[config.mk]
export PLATFORM = sky130hd
export DESIGN_NAME = aes_ctrl
export DESIGN_NICKNAME = d
export VERILOG_FILES = /design/src/hw/rtl/aes_pkg.sv /design/src/hw/rtl/aes_ctrl.sv
export SDC_FILE = /design/constraint.sdc
export NUM_CORES = 1
export LEC_CHECK = 0
export BUFFER_PORTS_ARGS = -buffer_cell sky130_fd_sc_hd__buf_2
export CORE_UTILIZATION = 55
export DETAILED_ROUTE_END_ITERATION = 8
export GPL_TIMING_DRIVEN = 0
export PLACE_DENSITY = 0.8
export SYNTH_ARGS = -nofsm -noshare
export SYNTH_HDL_FRONTEND = slang
export SYNTH_SLANG_ARGS = --single-unit
[constraint.sdc]
create_clock -name aclk -period 5.2 [get_ports aclk]
set_input_delay 0.26 -clock aclk [delete_from_list [all_inputs] [get_ports aclk]]
set_output_delay 0.26 -clock aclk [all_outputs]
set_load 0.005 [all_outputs]
[src/hw/rtl/aes_pkg.sv]
// Package with AES types, codes, S-box tables and GF(2^8) helpers.
package aes_pkg;

    localparam logic [1:0] MODE_LOAD    = 2'd0;
    localparam logic [1:0] MODE_ENCRYPT = 2'd1;
    localparam logic [1:0] MODE_DECRYPT = 2'd2;

    localparam logic [3:0] ROUNDS_MIN = 4'd10;
    localparam logic [3:0] ROUNDS_MAX = 4'd14;
    localparam logic [7:0] GF_REDUCE  = 8'h1b;

    typedef struct packed {
        logic [1:0]  mode;
        logic [5:0]  key_index;
        logic [31:0] key_word;
        logic [63:0] block_high;
        logic [63:0] block_low;
    } aes_in_t;

    typedef struct packed {
        logic [63:0] result_high;
        logic [63:0] result_low;
    } aes_out_t;

    // Commands from the controller to the datapath.
    typedef struct packed {
        logic       load_state;
        logic       first_round;
        logic       middle_round;
        logic       final_round;
        logic       decrypt;
        logic [3:0] round;
    } aes_cmd_t;

    localparam logic [7:0] FWD_SBOX [256] = '{
        8'h63,8'h7c,8'h77,8'h7b,8'hf2,8'h6b,8'h6f,8'hc5,8'h30,8'h01,8'h67,8'h2b,8'hfe,8'hd7,8'hab,8'h76,
        8'hca,8'h82,8'hc9,8'h7d,8'hfa,8'h59,8'h47,8'hf0,8'had,8'hd4,8'ha2,8'haf,8'h9c,8'ha4,8'h72,8'hc0,
        8'hb7,8'hfd,8'h93,8'h26,8'h36,8'h3f,8'hf7,8'hcc,8'h34,8'ha5,8'he5,8'hf1,8'h71,8'hd8,8'h31,8'h15,
        8'h04,8'hc7,8'h23,8'hc3,8'h18,8'h96,8'h05,8'h9a,8'h07,8'h12,8'h80,8'he2,8'heb,8'h27,8'hb2,8'h75,
        8'h09,8'h83,8'h2c,8'h1a,8'h1b,8'h6e,8'h5a,8'ha0,8'h52,8'h3b,8'hd6,8'hb3,8'h29,8'he3,8'h2f,8'h84,
        8'h53,8'hd1,8'h00,8'hed,8'h20,8'hfc,8'hb1,8'h5b,8'h6a,8'hcb,8'hbe,8'h39,8'h4a,8'h4c,8'h58,8'hcf,
        8'hd0,8'hef,8'haa,8'hfb,8'h43,8'h4d,8'h33,8'h85,8'h45,8'hf9,8'h02,8'h7f,8'h50,8'h3c,8'h9f,8'ha8,
        8'h51,8'ha3,8'h40,8'h8f,8'h92,8'h9d,8'h38,8'hf5,8'hbc,8'hb6,8'hda,8'h21,8'h10,8'hff,8'hf3,8'hd2,
        8'hcd,8'h0c,8'h13,8'hec,8'h5f,8'h97,8'h44,8'h17,8'hc4,8'ha7,8'h7e,8'h3d,8'h64,8'h5d,8'h19,8'h73,
        8'h60,8'h81,8'h4f,8'hdc,8'h22,8'h2a,8'h90,8'h88,8'h46,8'hee,8'hb8,8'h14,8'hde,8'h5e,8'h0b,8'hdb,
        8'he0,8'h32,8'h3a,8'h0a,8'h49,8'h06,8'h24,8'h5c,8'hc2,8'hd3,8'hac,8'h62,8'h91,8'h95,8'he4,8'h79,
        8'he7,8'hc8,8'h37,8'h6d,8'h8d,8'hd5,8'h4e,8'ha9,8'h6c,8'h56,8'hf4,8'hea,8'h65,8'h7a,8'hae,8'h08,
        8'hba,8'h78,8'h25,8'h2e,8'h1c,8'ha6,8'hb4,8'hc6,8'he8,8'hdd,8'h74,8'h1f,8'h4b,8'hbd,8'h8b,8'h8a,
        8'h70,8'h3e,8'hb5,8'h66,8'h48,8'h03,8'hf6,8'h0e,8'h61,8'h35,8'h57,8'hb9,8'h86,8'hc1,8'h1d,8'h9e,
        8'he1,8'hf8,8'h98,8'h11,8'h69,8'hd9,8'h8e,8'h94,8'h9b,8'h1e,8'h87,8'he9,8'hce,8'h55,8'h28,8'hdf,
        8'h8c,8'ha1,8'h89,8'h0d,8'hbf,8'he6,8'h42,8'h68,8'h41,8'h99,8'h2d,8'h0f,8'hb0,8'h54,8'hbb,8'h16
    };

    localparam logic [7:0] INV_SBOX [256] = '{
        8'h52,8'h09,8'h6a,8'hd5,8'h30,8'h36,8'ha5,8'h38,8'hbf,8'h40,8'ha3,8'h9e,8'h81,8'hf3,8'hd7,8'hfb,
        8'h7c,8'he3,8'h39,8'h82,8'h9b,8'h2f,8'hff,8'h87,8'h34,8'h8e,8'h43,8'h44,8'hc4,8'hde,8'he9,8'hcb,
        8'h54,8'h7b,8'h94,8'h32,8'ha6,8'hc2,8'h23,8'h3d,8'hee,8'h4c,8'h95,8'h0b,8'h42,8'hfa,8'hc3,8'h4e,
        8'h08,8'h2e,8'ha1,8'h66,8'h28,8'hd9,8'h24,8'hb2,8'h76,8'h5b,8'ha2,8'h49,8'h6d,8'h8b,8'hd1,8'h25,
        8'h72,8'hf8,8'hf6,8'h64,8'h86,8'h68,8'h98,8'h16,8'hd4,8'ha4,8'h5c,8'hcc,8'h5d,8'h65,8'hb6,8'h92,
        8'h6c,8'h70,8'h48,8'h50,8'hfd,8'hed,8'hb9,8'hda,8'h5e,8'h15,8'h46,8'h57,8'ha7,8'h8d,8'h9d,8'h84,
        8'h90,8'hd8,8'hab,8'h00,8'h8c,8'hbc,8'hd3,8'h0a,8'hf7,8'he4,8'h58,8'h05,8'hb8,8'hb3,8'h45,8'h06,
        8'hd0,8'h2c,8'h1e,8'h8f,8'hca,8'h3f,8'h0f,8'h02,8'hc1,8'haf,8'hbd,8'h03,8'h01,8'h13,8'h8a,8'h6b,
        8'h3a,8'h91,8'h11,8'h41,8'h4f,8'h67,8'hdc,8'hea,8'h97,8'hf2,8'hcf,8'hce,8'hf0,8'hb4,8'he6,8'h73,
        8'h96,8'hac,8'h74,8'h22,8'he7,8'had,8'h35,8'h85,8'he2,8'hf9,8'h37,8'he8,8'h1c,8'h75,8'hdf,8'h6e,
        8'h47,8'hf1,8'h1a,8'h71,8'h1d,8'h29,8'hc5,8'h89,8'h6f,8'hb7,8'h62,8'h0e,8'haa,8'h18,8'hbe,8'h1b,
        8'hfc,8'h56,8'h3e,8'h4b,8'hc6,8'hd2,8'h79,8'h20,8'h9a,8'hdb,8'hc0,8'hfe,8'h78,8'hcd,8'h5a,8'hf4,
        8'h1f,8'hdd,8'ha8,8'h33,8'h88,8'h07,8'hc7,8'h31,8'hb1,8'h12,8'h10,8'h59,8'h27,8'h80,8'hec,8'h5f,
        8'h60,8'h51,8'h7f,8'ha9,8'h19,8'hb5,8'h4a,8'h0d,8'h2d,8'he5,8'h7a,8'h9f,8'h93,8'hc9,8'h9c,8'hef,
        8'ha0,8'he0,8'h3b,8'h4d,8'hae,8'h2a,8'hf5,8'hb0,8'hc8,8'heb,8'hbb,8'h3c,8'h83,8'h53,8'h99,8'h61,
        8'h17,8'h2b,8'h04,8'h7e,8'hba,8'h77,8'hd6,8'h26,8'he1,8'h69,8'h14,8'h63,8'h55,8'h21,8'h0c,8'h7d
    };

    // Multiply by two in GF(2^8).
    function automatic logic [7:0] xtime(input logic [7:0] x);
        xtime = {x[6:0], 1'b0} ^ (x[7] ? GF_REDUCE : 8'h00);
    endfunction

    // Forward MixColumns on one 32-bit column, row 0 in the top byte.
    function automatic logic [31:0] mix_fwd(input logic [31:0] col);
        logic [7:0] a0, a1, a2, a3;
        a0 = col[31:24];
        a1 = col[23:16];
        a2 = col[15:8];
        a3 = col[7:0];
        mix_fwd = {xtime(a0) ^ xtime(a1) ^ a1 ^ a2 ^ a3,
                   a0 ^ xtime(a1) ^ xtime(a2) ^ a2 ^ a3,
                   a0 ^ a1 ^ xtime(a2) ^ xtime(a3) ^ a3,
                   xtime(a0) ^ a0 ^ a1 ^ a2 ^ xtime(a3)};
    endfunction

    // Inverse MixColumns: premultiply by {05,00,04,00} circulant, then forward mix.
    function automatic logic [31:0] mix_inv(input logic [31:0] col);
        logic [7:0] a0, a1, a2, a3, u, v;
        a0 = col[31:24];
        a1 = col[23:16];
        a2 = col[15:8];
        a3 = col[7:0];
        u = xtime(xtime(a0 ^ a2));
        v = xtime(xtime(a1 ^ a3));
        mix_inv = mix_fwd({a0 ^ u, a1 ^ v, a2 ^ u, a3 ^ v});
    endfunction

endpackage

[src/hw/rtl/aes_ctrl.sv]
// Round sequencer for the AES core.
module aes_ctrl (
    input  logic              aclk,
    input  logic              aresetn,
    input  logic              start,
    input  logic              decrypt,
    input  logic [3:0]        rounds,
    input  logic              out_taken,
    output aes_pkg::aes_cmd_t cmd,
    output logic              busy,
    output logic              out_valid
);
    import aes_pkg::*;

    typedef enum logic [2:0] {
        ST_IDLE = 3'b001,
        ST_KEY  = 3'b010,
        ST_RUN  = 3'b100
    } state_t;

    state_t     state_reg, state_next;
    logic [3:0] round_reg, round_next;
    logic [3:0] nr_reg, nr_next;
    logic       dec_reg, dec_next;
    logic       out_valid_reg, out_valid_next;
    logic       last_round;
    logic       out_free;

    // The final round can only retire when the result register is free.
    assign last_round = (state_reg == ST_RUN) && (round_reg == nr_reg);
    assign out_free   = !out_valid_reg || out_taken;

    // Next state and round counter; ST_KEY adds the first round key, then
    // round counts up from 1 to nr and holds at nr while the result waits.
    always_comb begin
        state_next = state_reg;
        round_next = round_reg;
        nr_next    = nr_reg;
        dec_next   = dec_reg;
        case (state_reg)
            ST_IDLE: begin
                if (start) begin
                    state_next = ST_KEY;
                    round_next = 4'd0;
                    nr_next    = rounds;
                    dec_next   = decrypt;
                end
            end
            ST_KEY: begin
                state_next = ST_RUN;
                round_next = 4'd1;
            end
            ST_RUN: begin
                if (round_reg == nr_reg) begin
                    if (out_free) begin
                        state_next = ST_IDLE;
                    end
                end else begin
                    round_next = round_reg + 4'd1;
                end
            end
            default: state_next = ST_IDLE;
        endcase
    end

    // The result register fills on the final round and empties when taken.
    always_comb begin
        out_valid_next = out_valid_reg;
        if (last_round && out_free) begin
            out_valid_next = 1'b1;
        end else if (out_taken) begin
            out_valid_next = 1'b0;
        end
    end

    always_ff @(posedge aclk) begin
        if (!aresetn) begin
            state_reg     <= ST_IDLE;
            round_reg     <= 4'd0;
            nr_reg        <= ROUNDS_MIN;
            dec_reg       <= 1'b0;
            out_valid_reg <= 1'b0;
        end else begin
            state_reg     <= state_next;
            round_reg     <= round_next;
            nr_reg        <= nr_next;
            dec_reg       <= dec_next;
            out_valid_reg <= out_valid_next;
        end
    end

    // Commands. The key read is registered, so the key index names the round
    // that runs in the next cycle: the round for encrypt, nr minus it for decrypt.
    always_comb begin
        cmd.load_state   = (state_reg == ST_IDLE) && start;
        cmd.first_round  = (state_reg == ST_KEY);
        cmd.middle_round = (state_reg == ST_RUN) && (round_reg != nr_reg);
        cmd.final_round  = last_round && out_free;
        cmd.decrypt      = dec_reg;
        cmd.round        = dec_next ? (nr_next - round_next) : round_next;
    end

    assign busy      = (state_reg != ST_IDLE);
    assign out_valid = out_valid_reg;
endmodule

==> reports/metrics.csv <==
metric;value;unit
CP endpoint kind;output port;
Final TNS setup;0;ps
Resize count post-CTS;0;
pre-CTS setup slack;2140;ps
Port Buffers;19;
cell area after layout;0.00104;mm²
total of max-cap violations;0;
Worst Path Arrival;3200;ps
status;complete, no violations;
peak supply drop;0.000169;V
Post-Synth Adder-Cell Area;7.76;%
Leak;0.483;nW
grt total ovfl;0;
area leader, netlist;dfxtp_1;
Worst Setup SP;round_reg[0];
sequential share of the synthesized area;28.8;%
Final Skew;1.30;ps
antenna violations before repair;0;
CP Cell Sequence;xor2_1, nor4_2, nor2_1, a22oi_1, ha_1, nor2b_1, o21a_1, a2bb2oi_1, nor2_1, xnor2_1, buf_2;
Reg clk slew, reported paths;80;ps
Initial Util;59.3;%
simple logic cell fraction of the synthesized area;28.0;%
std cell rows;14;
drt pass-1 iters;5;
largest family of logic cells by synthesized area;simple AND/OR/NAND/NOR gates;
max-slew violations;0;
routed via count;835;
WS Path Type;flop to output port;
Tot Pwr;0.229;mW
Final Net Count;141;
Post-synth top cells;dfxtp_1 (13), nor2_1 (11), a21oi_1 (6);
Synth-to-Final Area Change;15.7;%
Final Cycle Share;66.5;%
fmax;0.289;GHz
Max-slew headroom;59.7;%
Filler cells;132;
synth warn;0;
CP required;4940;ps
DIE WIDTH;42.5;µm
CTS Buffer Depth;2;
Worst Tran Pin Value;600;ps
Setup crit start kind;flop;
critical path's largest stage delay;570;ps
CTS Sinks;13;
share of the synthesized area in the top cell type;28.8;%
Post-synth top flop;dfxtp_1;
setup bufs post-CTS;0;
core area;0.00152;mm²
slowest CP cell;nor4_2;
syn_nets;117;
most common cell in the netlist;dfxtp_1;
root buffer cell;clkbuf_4;
share of cells above drive strength 1;31.0;%
final setup fails;0;
Avg Synthesized Cell Area;8.77;µm²
total die area;0.00181;mm²
delay-heaviest family, CP;simple AND/OR/NAND/NOR gates;
mux contribution to synthesized area;7.06;%
All-Layer GR Usage;25.7;%
HP Class;primary input to flop;
Bufs and invs on worst path;1;
final setup margin;1740;ps
drt initial violations;16;
cts hold-fix bufs;0;
DR vias/cell;5.88;
xor and xnor area share after synthesis;5.82;%
worst hold start;aresetn;
Clock Latency Late Sink;280;ps
Placer Congestion;0.757;
reg-to-reg startpoint;round_reg[0];
Routed WL;2030;µm
htree depth;1;
largest net degree at the start of global routing;11;
Wirelength per Cell;14.3;µm
Pwr Density;219;mW/mm²
first-pass GRT wire length;3480;µm
Post-synth EDFFs;0;
CTS tree;done;
Ports;20;
antenna cells;0;
residual DRC count;0;
vias in the first global route;831;
Routed Antenna Nets;0;
Yosys reg bits;13;
Crit Path Max Fanout;6;
Async S/R FF share, synth;0;%
Fin. Hold Viols;0;
Post-Syn Instances;103;
compound-cell area share of the yosys netlist;16.6;%
number of CTS-inserted buffers;3;
post-DP HPWL;1600;µm
Cell Area, Synth;903;µm²
Placed Instance Area;0.00102;mm²
most used cell along the critical path;nor2_1;
Period minus WS final;3460;ps
unrepaired setup endpoints after global routing;false;
top cells by area, synth;dfxtp_1 (29%), ha_1 (5.5%), xor2_1 (4.8%);
die height;42.5;µm
Netlist cell types;40;
path summary, 6_finish.rpt:
check / slack, ps / cells after the start / endpoint
worst max-delay path: 1740 / 11 / cmd[3]
worst min-delay path: 190 / 2 / nr_reg[3]
worst max register to register: 3270 / 5 / round_reg[1]
worst min register to register: 570 / 2 / out_valid
layer usage:
layer,track usage (%),wire length (µm),vias up
met5,0,0,-
met1,27.7,810,403
met4,16.9,46,0
met3,4.31,54,6
met2,45.2,1120,18
li1,-,-,408
cell usage in the layout, fill, tap and decap left out, drive strengths merged:
cell	netlist	layout
and2	4	4
mux2	3	3
nand3	1	1
a211o	1	1
ha	4	4
nor3	2	2
nand2b	3	3
fa	1	1
dfxtp	13	13
nor4b	1	1
xor2	5	5
nor4	1	1
o21ai	2	2
o22ai	1	1
clkbuf	0	4
nor3b	1	1
or2	1	1
and3	1	1
a2bb2oi	1	1
nor2b	2	2
a22oi	2	2
a21o	1	1
mux2i	3	3
nor4bb	1	1
nand3b	3	3
and3b	1	1
o21a	1	1
nor2	11	11
xnor2	1	1
o31ai	1	1
or4	1	1
or3b	3	3
a211oi	4	4
buf	6	25
nand2	4	4
inv	5	5
a21oi	7	7
worst reg2reg max path: cells and delay by family (launching register included):
kind	cells	cell delay, ps
AOI/OAI and AO/OA	1	440
xor gates and xnor gates	1	130
DFF	1	450
and+or+nand+nor	3	780
cell families (layout without fill, tap and decap cells):
group / count (synthesis) / in the layout
multiplexers: 6 / 6
flip-flops: 13 / 13
AND/OR/NAND/NOR: 41 / 41
XOR/XNOR: 6 / 6
adder cells (fa/ha/maj): 5 / 5
buffers and inverters: 11 / 34
AO/OA/AOI/OAI: 21 / 21
power breakdown:
group / internal, mW / switching [mW]
Sequential: 0.104 / 0.00316
Clock: 0.0297 / 0.0355
Combinational: 0.0274 / 0.0292
Total: 0.161 / 0.0679
cell type report:
| class | instances | area, µm² | share of cell area (%) |
|---|---|---|---|
| Multi-Input combinational cell | 79 | 589 | 56.4 |
| Sequential cell | 13 | 260 | 24.9 |
| Timing Repair Buffer | 19 | 95.1 | 9.10 |
| Buffer | 6 | 35.0 | 3.35 |
| Clock buffer | 4 | 26.3 | 2.51 |
| Tap cell | 16 | 20.0 | 1.92 |
| Inverter | 5 | 18.8 | 1.80 |
metrics by stage:
step,hold slack (ps),std cells,util [%]
2_1_floorplan,322,103,-
3_3_place_gp,472,138,66.8
3_5_place_dp,481,138,66.8
4_1_cts,185,142,68.6
5_1_grt,182,142,68.6
6_report,191,142,68.6
Note: power is estimated with default switching activity, not from simulation.
